==> src/ffba_pkg.sv <==
// shared types and constants for the first-fit block allocator
package ffba_pkg;

  localparam int unsigned UNITS  = 4096;
  localparam int unsigned IDX_W  = $clog2(UNITS);
  localparam int unsigned ADDR_W = 13;

  typedef enum logic [1:0] {
    CMD_NEW   = 2'd0,
    CMD_FREE  = 2'd1,
    CMD_GET   = 2'd2,
    CMD_RESET = 2'd3
  } cmd_e;

  typedef struct packed {
    logic mark;
    logic occ;
  } flag_t;

  typedef struct packed {
    logic              status;
    logic [ADDR_W-1:0] start_address;
    logic [ADDR_W-1:0] end_address;
  } res_t;

  typedef enum logic [8:0] {
    S_CLEAR     = 9'b000000001,
    S_IDLE      = 9'b000000010,
    S_NEW_EV    = 9'b000000100,
    S_FILL      = 9'b000001000,
    S_FREE_CHK  = 9'b000010000,
    S_FREE_WALK = 9'b000100000,
    S_END_EV    = 9'b001000000,
    S_RELEASE   = 9'b010000000,
    S_GET_EV    = 9'b100000000
  } state_e;

endpackage

==> src/ffba_ctrl.sv <==
// command sequencer: walks the unit flags and block ends one unit per step
module ffba_ctrl (
  input  logic                          clk_i,
  input  logic                          rst_ni,
  input  logic                          in_valid_i,
  output logic                          in_ready_o,
  input  logic [1:0]                    in_cmd_i,
  input  logic [ffba_pkg::ADDR_W-1:0]   in_op_i,
  input  logic [ffba_pkg::ADDR_W-1:0]   unit_count_i,
  output logic                          out_valid_o,
  input  logic                          out_ready_i,
  output ffba_pkg::res_t                out_o,
  output logic [ffba_pkg::IDX_W-1:0]    rd_idx_o,
  output logic [ffba_pkg::IDX_W-1:0]    wr_idx_o,
  output logic                          flag_we_o,
  output ffba_pkg::flag_t               flag_wdata_o,
  output logic                          end_we_o,
  output logic [ffba_pkg::ADDR_W-1:0]   end_wdata_o,
  input  ffba_pkg::flag_t               flag_rdata_i,
  input  logic [ffba_pkg::ADDR_W-1:0]   end_rdata_i
);
  import ffba_pkg::*;

  localparam logic [ADDR_W-1:0] UnitsA = ADDR_W'(UNITS);
  localparam logic [ADDR_W-1:0] One    = ADDR_W'(1);

  state_e            state_q, state_d;
  logic [ADDR_W-1:0] u_q, u_d, run_q, run_d, op_q, op_d;
  logic [ADDR_W-1:0] s_q, s_d, e_q, e_d, i_q, i_d, active_q, active_d;
  logic              pend_q, pend_d, done_q, done_d;
  res_t              res_q, res_d, out_q, out_d;
  logic              out_valid_q, out_valid_d;
  logic [ADDR_W-1:0] rd_tmp, wr_tmp, run_inc;
  logic              finish;
  res_t              fin_res;

  assign in_ready_o  = (state_q == S_IDLE) && !done_q;
  assign out_valid_o = out_valid_q;
  assign out_o       = out_q;
  assign run_inc     = run_q + One;
  assign rd_tmp      = u_d - One;
  assign rd_idx_o    = rd_tmp[IDX_W-1:0];
  assign wr_tmp      = i_q - One;
  assign wr_idx_o    = wr_tmp[IDX_W-1:0];

  always_comb begin
    state_d     = state_q;
    u_d         = u_q;
    run_d       = run_q;
    op_d        = op_q;
    s_d         = s_q;
    e_d         = e_q;
    i_d         = i_q;
    active_d    = active_q;
    pend_d      = pend_q;
    done_d      = done_q;
    res_d       = res_q;
    out_d       = out_q;
    out_valid_d = out_valid_q;
    finish      = 1'b0;
    fin_res     = '{status: 1'b1, start_address: '0, end_address: '0};
    flag_we_o    = 1'b0;
    flag_wdata_o = '{mark: 1'b0, occ: 1'b0};
    end_we_o     = 1'b0;
    end_wdata_o  = e_q;

    unique case (state_q)
      S_CLEAR: begin
        flag_we_o = 1'b1;
        if (i_q == UnitsA) begin
          if (pend_q) begin
            finish  = 1'b1;
            fin_res = '{status: 1'b0, start_address: '0, end_address: '0};
          end else begin
            state_d = S_IDLE;
          end
          pend_d = 1'b0;
        end else begin
          i_d = i_q + One;
        end
      end
      S_IDLE: begin
        if (in_valid_i && in_ready_o) begin
          op_d  = in_op_i;
          run_d = '0;
          unique case (cmd_e'(in_cmd_i))
            CMD_NEW: begin
              u_d = One;
              if (in_op_i == '0 || in_op_i > active_q) finish = 1'b1;
              else state_d = S_NEW_EV;
            end
            CMD_FREE: begin
              u_d = in_op_i;
              if (in_op_i == '0 || in_op_i > active_q) finish = 1'b1;
              else state_d = S_FREE_CHK;
            end
            CMD_GET: begin
              u_d = One;
              if (in_op_i == '0 || active_q == '0) finish = 1'b1;
              else state_d = S_GET_EV;
            end
            CMD_RESET: begin
              active_d = (unit_count_i > UnitsA) ? UnitsA : unit_count_i;
              i_d      = One;
              pend_d   = 1'b1;
              state_d  = S_CLEAR;
            end
            default: finish = 1'b1;
          endcase
        end
      end
      S_NEW_EV: begin
        if (flag_rdata_i.occ) begin
          run_d = '0;
          if (u_q == active_q) finish = 1'b1;
          else u_d = u_q + One;
        end else if (run_inc == op_q) begin
          s_d     = u_q - op_q + One;
          e_d     = u_q;
          i_d     = u_q - op_q + One;
          state_d = S_FILL;
        end else begin
          run_d = run_inc;
          if (u_q == active_q) finish = 1'b1;
          else u_d = u_q + One;
        end
      end
      S_FILL: begin
        flag_we_o    = 1'b1;
        flag_wdata_o = '{mark: (i_q == s_q), occ: 1'b1};
        end_we_o     = (i_q == s_q);
        if (i_q == e_q) begin
          finish  = 1'b1;
          fin_res = '{status: 1'b0, start_address: s_q, end_address: e_q};
        end else begin
          i_d = i_q + One;
        end
      end
      S_FREE_CHK, S_FREE_WALK: begin
        if (state_q == S_FREE_CHK && !flag_rdata_i.occ) begin
          finish = 1'b1;
        end else if (flag_rdata_i.mark) begin
          state_d = S_END_EV;
        end else if (u_q == One) begin
          finish = 1'b1;
        end else begin
          u_d     = u_q - One;
          state_d = S_FREE_WALK;
        end
      end
      S_END_EV: begin
        if (end_rdata_i < op_q || end_rdata_i > active_q) begin
          finish = 1'b1;
        end else begin
          s_d     = u_q;
          i_d     = u_q;
          e_d     = end_rdata_i;
          state_d = S_RELEASE;
        end
      end
      S_RELEASE: begin
        flag_we_o = 1'b1;
        if (i_q == e_q) begin
          finish  = 1'b1;
          fin_res = '{status: 1'b0, start_address: s_q, end_address: e_q};
        end else begin
          i_d = i_q + One;
        end
      end
      S_GET_EV: begin
        if (flag_rdata_i.mark && run_inc == op_q) begin
          finish  = 1'b1;
          fin_res = '{status: 1'b0, start_address: u_q, end_address: '0};
        end else begin
          if (flag_rdata_i.mark) run_d = run_inc;
          if (u_q == active_q) finish = 1'b1;
          else u_d = u_q + One;
        end
      end
      default: state_d = S_IDLE;
    endcase

    if (finish) begin
      res_d   = fin_res;
      done_d  = 1'b1;
      state_d = S_IDLE;
    end

    // hand the held result to the output register once it is free
    if (out_valid_q && out_ready_i) out_valid_d = 1'b0;
    if (done_q && (!out_valid_q || out_ready_i)) begin
      out_d       = res_q;
      out_valid_d = 1'b1;
      done_d      = 1'b0;
    end
  end

  always_ff @(posedge clk_i or negedge rst_ni) begin
    if (!rst_ni) begin
      state_q     <= S_CLEAR;
      i_q         <= One;
      active_q    <= UnitsA;
      pend_q      <= 1'b0;
      done_q      <= 1'b0;
      out_valid_q <= 1'b0;
    end else begin
      state_q     <= state_d;
      i_q         <= i_d;
      active_q    <= active_d;
      pend_q      <= pend_d;
      done_q      <= done_d;
      out_valid_q <= out_valid_d;
    end
  end

  always_ff @(posedge clk_i) begin
    u_q   <= u_d;
    run_q <= run_d;
    op_q  <= op_d;
    s_q   <= s_d;
    e_q   <= e_d;
    res_q <= res_d;
    out_q <= out_d;
  end

endmodule

==> config.mk <==
export PLATFORM = sky130hd
export DESIGN_NAME = ffba_ctrl
export DESIGN_NICKNAME = d
export VERILOG_FILES = /design/src/ffba_pkg.sv /design/src/ffba_ctrl.sv
export SDC_FILE = /design/constraint.sdc
export NUM_CORES = 1
export LEC_CHECK = 0
export BUFFER_PORTS_ARGS = -buffer_cell sky130_fd_sc_hd__buf_2
export CAP_MARGIN = 20
export CORE_UTILIZATION = 50
export CTS_CLUSTER_DIAMETER = 40
export CTS_CLUSTER_SIZE = 14
export DETAILED_ROUTE_END_ITERATION = 8
export PLACE_DENSITY = 0.76
export SYNTH_ARGS = -nofsm -noshare
export SYNTH_HDL_FRONTEND = slang
export SYNTH_SLANG_ARGS = --single-unit
export TNS_END_PERCENT = 1
==> constraint.sdc <==
create_clock -name clk_i -period 5.4 [get_ports clk_i]
set_clock_uncertainty 0.15 [all_clocks]
set_input_delay 0.54 -clock clk_i [delete_from_list [all_inputs] [get_ports clk_i]]
set_output_delay 0.54 -clock clk_i [all_outputs]
set_load 0.1 [all_outputs]
== Word-level counts from Yosys, hierarchy flattened ==
Index checks and enable logic that the tools add are counted.
Widths: inputs -> output; s select.

* $add $sub $neg: 8
* Multiply operators: 0
* Divide/modulo/power cells: 0
* Magnitude comparators: 4
* Equal/unequal tests: 41
* Shifts and indexed selects: 0
* Muxes and demuxes: 77
* Bitwise operators: 0
* Reductions and logical operators: 35

{| class="wikitable"
|+ Operators by type and width
! operator !! number
|-
| $mux 13 || 24
|-
| $mux 9 || 13
|-
| $mux 27 || 4
|-
| $pmux 27 s3 || 1
|-
| $pmux 13 s2 || 3
|-
| $pmux 13 s5 || 1
|-
| $pmux 9 s6 || 1
|-
| $add 13x1->13 const B || 4
|-
| $eq 13x13->1 || 4
|-
| $pmux 13 s4 || 1
|-
| $pmux 13 s3 || 1
|-
| $pmux 9 s4 || 1
|-
| $gt 13x13->1 || 2
|-
| $logic_not 13->1 || 2
|-
| $sub 12x1->12 const B || 2
|-
| $mux 1 || 23
|-
| $ne 3x3->1 const B || 7
|-
| $ne 2x2->1 const B || 8
|-
| $ne 4x4->1 const B || 4
|-
| $eq 13x1->1 const B || 1
|-
| $eq 13x13->1 const B || 1
|-
| $gt 13x13->1 const B || 1
|-
| $lt 13x13->1 || 1
|-
| $sub 13x1->13 const B || 1
|-
| other kinds (32) || 54
|}

* Register bits: 157
* Bits in latches: 0
* Bits in writable memories: 0
* Memory bits (read-only): 0
* Input bits: 47
* Memories: 0

== Logic depth before layout (Yosys ltp) ==
* Word-level depth: 8
* Gate-level depth with buffers: 16
* Depth with buffers taken out: 15

== Worst setup path before layout ==
Ideal clock, no wire load.

* Path kind: reg2out
* From: register run_q[0]
* To: output rd_idx_o[11] (netlist bit)
* Arrival: 7002 ps
* Data required time: 4710 ps
* Slack: -2292 ps
* Cell stages (with the launch flop): 14
* Cell sequence: edfxtp_1 ha_1 buf_2 nand2_1 or3_4 o221a_1 and4_4 nand4_4 o21ai_0 o32a_1 a211oi_1 nand4b_1 nor4_2 xor2_1

* Cells in the longest elaborated chain, start to end: 6
* Elaborated cells between the ends (all ways): 8
* Those cells by class: add/sub (2); eq/ne (1); mux (4); reduce/logical (1)

{| class="wikitable"
|+ RTL lines
! what !! line !! RTL
|-
| start, declared || ffba_ctrl.sv:28 || <nowiki>logic [ADDR_W-1:0] u_q, u_d, run_q, run_d, op_q, op_d;</nowiki>
|-
| start signal, assigned || ffba_ctrl.sv:218 || <nowiki>run_q <= run_d;</nowiki>
|-
| $add 13x1->13 (*) || ffba_ctrl.sv:40 || <nowiki>assign run_inc = run_q + One;</nowiki>
|-
| $eq 13x13->1 (*) || ffba_ctrl.sv:117, ffba_ctrl.sv:171 ||
|-
| $mux 13 or $logic_and 1x1->1 (tied branches) || ffba_ctrl.sv:117, ffba_ctrl.sv:171 ||
|-
| $mux 13 (on tied branches) || ffba_ctrl.sv:113, ffba_ctrl.sv:171 ||
|-
| $pmux 13 s4 (*) || ffba_ctrl.sv:67 || <nowiki>unique case (state_q)</nowiki>
|-
| $sub 12x1->12 (*) || ffba_ctrl.sv:41 || <nowiki>assign rd_tmp = u_d - One;</nowiki>
|-
| end, declared || ffba_ctrl.sv:13 || <nowiki>output logic [ffba_pkg::IDX_W-1:0] rd_idx_o,</nowiki>
|}

Mark *: on every way between the ends. The rest lies on a longest branch, timed or not.

== Final worst setup path ==
* From: register state_q[3]
* To: output rd_idx_o[9] (netlist bit)

* Cells in the longest elaborated chain, start to end: 6
* Elaborated cells between the ends (all ways): 13
* Those cells by class: add/sub (1); eq/ne (5); mux (3); reduce/logical (4)

{| class="wikitable"
|+ RTL lines
! what !! line !! RTL
|-
| start, declared || ffba_ctrl.sv:27 || <nowiki>state_e state_q, state_d;</nowiki>
|-
| start signal, assigned || ffba_ctrl.sv:207 || <nowiki>state_q <= state_d;</nowiki>
|-
| $eq 9x2->1 || ffba_ctrl.sv:37, ffba_ctrl.sv:67 ||
|-
| $logic_and 1x1->1 || ffba_ctrl.sv:37 || <nowiki>assign in_ready_o = (state_q == S_IDLE) && !done_q;</nowiki>
|-
| $logic_and 1x1->1 || ffba_ctrl.sv:83 || <nowiki>if (in_valid_i && in_ready_o) begin</nowiki>
|-
| $mux 13 || ffba_ctrl.sv:83 ||
|-
| $pmux 13 s4 (*) || ffba_ctrl.sv:67 ||
|-
| $sub 12x1->12 (*) || ffba_ctrl.sv:41 ||
|}

Marks and branches as above.

==> flow_metrics.tcl <==
set metrics [dict create \
    tightest_slew_ps 1050 \
    grt_overflow 0 \
    areaGrowthSynthToFinish_pct 17.4 \
    drt_first_pass_iters 8 \
    hold_viol 0 \
    layout_commonest_cell "nand2_1" \
    root_buffer "clkbuf_16" \
    postCtsHoldBufs 0 \
    synthSimpleGateAreaFrac_pct 21.4 \
    async_flop_share_pct 24.2 \
    grt_pass1_vias 8967 \
    synth_nets 1225 \
    cap_violations 0 \
    yosys_register_bits 157 \
    wl_per_cell_microns 21.7 \
    avgViaCountPerCell 6.14 \
    antenna_left 0 \
    layout-drive-gt1-share_pct 19.7 \
    cp-start-kind "flop" \
    run_status "finished clean" \
    numCtsBuffers 17 \
    wl_microns 32700 \
    synth_xor_area_share_pct 9.53 \
    start_util_pct 51.6 \
    finalCritPeriodShare_pct 95.7 \
    maxSlewHeadroom_pct 29.5 \
    vias 9272 \
    io_buffers 116 \
    n_antenna_cell 0 \
    hp-class "in -> async" \
    grt_max_degree 39 \
    synthAdderAreaFrac_pct 8.35 \
    fillCellCount 1783 \
    final_cell_mix "nand2_1, buf_2, edfxtp_1" \
    synth_edf_count 107 \
    num_io_pins 117 \
    path_max_fanout 6 \
    syn_avg_cell_area_sq_um 9.55 \
    coreArea_sq_mm 0.0205 \
    die_x_microns 147 \
    antenna_found_initial 0 \
    dpl_cell_area_sq_mm 0.0117 \
    dp_hpwl_microns 25000 \
    synthMuxAreaShare_pct 0.781 \
    synth_top_family_by_area "simple AND/OR/NAND/NOR gates" \
    final_cell_area_sq_mm 0.0124 \
    criticalPathCategory "reg -> out" \
    cp-end-kind "output port" \
    finalNetCount 1345 \
    synth_compound_area_share_pct 13.7 \
    cp.arrival_ps 4480 \
    grt_use_total_pct 30.9 \
    place_congestion 0.962 \
    fmax_mhz 193 \
    clk-insertion-delay-late_ps 430 \
    ys_warn_count 0 \
    ys.flop_type "edfxtp_1" \
    dieArea_sq_mm 0.0217 \
    cts.sinks 157 \
    drc 0 \
    synthCells 1108 \
    yosysUniqueCellTypes 85 \
    fp-row-count 52 \
    finalSetupViolations 0 \
    syn_area_sq_mm 0.0106 \
    cp.required_ps 4710 \
    die_h_microns 147 \
    slew_viol_final 0 \
    htree_levels 4 \
    drt_iter0_markers 908 \
    seq_area_frac_synth_pct 41.7 \
    grt_pass1_wl_microns 50600 \
    clk_path_buf_depth 2 \
    post-route-min-period_ps 5170 \
    cts_tree "built" \
    path_clk_slew_ps 70 \
]
==> cell usage after synthesis (8+ instances only) <==
| library cell | instances | area share, % |
|---|---|---|
| o21a_1 | 9 | 0.64 |
| xor2_1 | 44 | 3.6 |
| a22o_1 | 18 | 1.5 |
| a21oi_1 | 37 | 1.8 |
| and3_1 | 20 | 1.2 |
| dfrtp_1 | 35 | 8.3 |
| ha_1 | 69 | 8.2 |
| dfxtp_1 | 12 | 2.3 |
| nor3_1 | 21 | 0.99 |
| nand2b_1 | 20 | 1.2 |
| nand2_1 | 126 | 4.5 |
| clkbuf_1 | 45 | 1.6 |
| xnor2_1 | 66 | 5.5 |
| a22oi_1 | 8 | 0.57 |
| nand3_1 | 31 | 1.5 |
| a21o_1 | 15 | 1.1 |
| inv_1 | 56 | 2.0 |
| and2_1 | 20 | 1.2 |
| nor4_1 | 21 | 1.2 |
| o211ai_1 | 10 | 0.71 |
| nor2b_1 | 11 | 0.65 |
| o21ai_0 | 52 | 2.5 |
| nor2_1 | 89 | 3.2 |
| edfxtp_1 | 107 | 30 |
| nand4_1 | 18 | 1.1 |
==> flip-flops by register name, summed over array words and instances, names as in the netlist <==
name	flops
state_q	9
end_wdata_o	13
u_q	13
active_q	13
out_o	27
out_valid_o	1
pend_q	1
res_q	27
done_q	1
op_q	13
s_q	13
run_q	13
i_q	13
==> final timing paths <==
kind,start,to,slack (ps),cells past startpoint
max reg2reg,state_q[3],i_q[2],1170,12
min,rst_ni,active_q[5],90,1
max,state_q[3],rd_idx_o[9],230,11
min reg2reg,res_q[19],out_o[19],270,0
max in group asynchronous,rst_ni,i_q[1],4370,1
min in group clk_i,in_op_i[0],op_q[0],180,1
==> layout make-up <==
type	instances	area (sq um)	area share, %
multi-input combinational	833	5900	47.5
clock inverter	15	154	1.24
inverter	57	214	1.72
timing repair buffer	162	978	7.88
tap	270	338	2.72
sequential	157	4410	35.5
clock buffer	17	425	3.43
==> layer usage <==
metal	GRT usage (%)	vias up	part of all wire, %	wire (microns)
li1	-	4230	-	-
met3	5.90	96	8.4	2750
met1	39.1	4443	39	12900
met4	13.7	0	4.1	1360
met5	0	-	0	0
met2	51.4	503	48	15700
==> per-stage QoR <==
step           TNS (ps)  hold WS, ps  std cells  worst slack [ps]  util [%]
2_1_floorplan      -300         94.4       1108             -67.7         -
3_3_place_gp          0          253       1474               475      57.1
3_5_place_dp          0          256       1474               409      57.1
4_1_cts           -60.6          129       1506             -60.6      60.0
5_1_grt           -29.1          166       1511             -20.9      60.6
6_report              0         90.5       1511               232      60.6
==> worst max-delay path, stage by stage, from the launching register on <==
cell and delay, ps:
dfrtp_1 430, or4_1 600, nor3_2 230, o211ai_1 280, nand2_1 260, o211ai_2 190
a222oi_1 410, or4b_4 530, a2111o_1 440, nor2_1 210, xor2_2 150, buf_4 310
==> cell families (layout without fill, tap and decap cells) <==
| family | Yosys count | after routing |
|---|---|---|
| compound gates | 212 | 212 |
| xor+xnor | 112 | 112 |
| flops | 157 | 157 |
| simple gates | 431 | 431 |
| buf+inv | 118 | 251 |
| fa+ha+maj | 70 | 70 |
| mux | 8 | 8 |
==> repair_timing <==
action,in CTS,in global routing
resized for setup,2,14
pin swaps,0,3
endpoints found under the setup margin,3,8
cloned,0,0
setup buffers,0,5
Power is not shown: default switching activity piles up to over one toggle a cycle in this logic, so the estimate is an artifact.
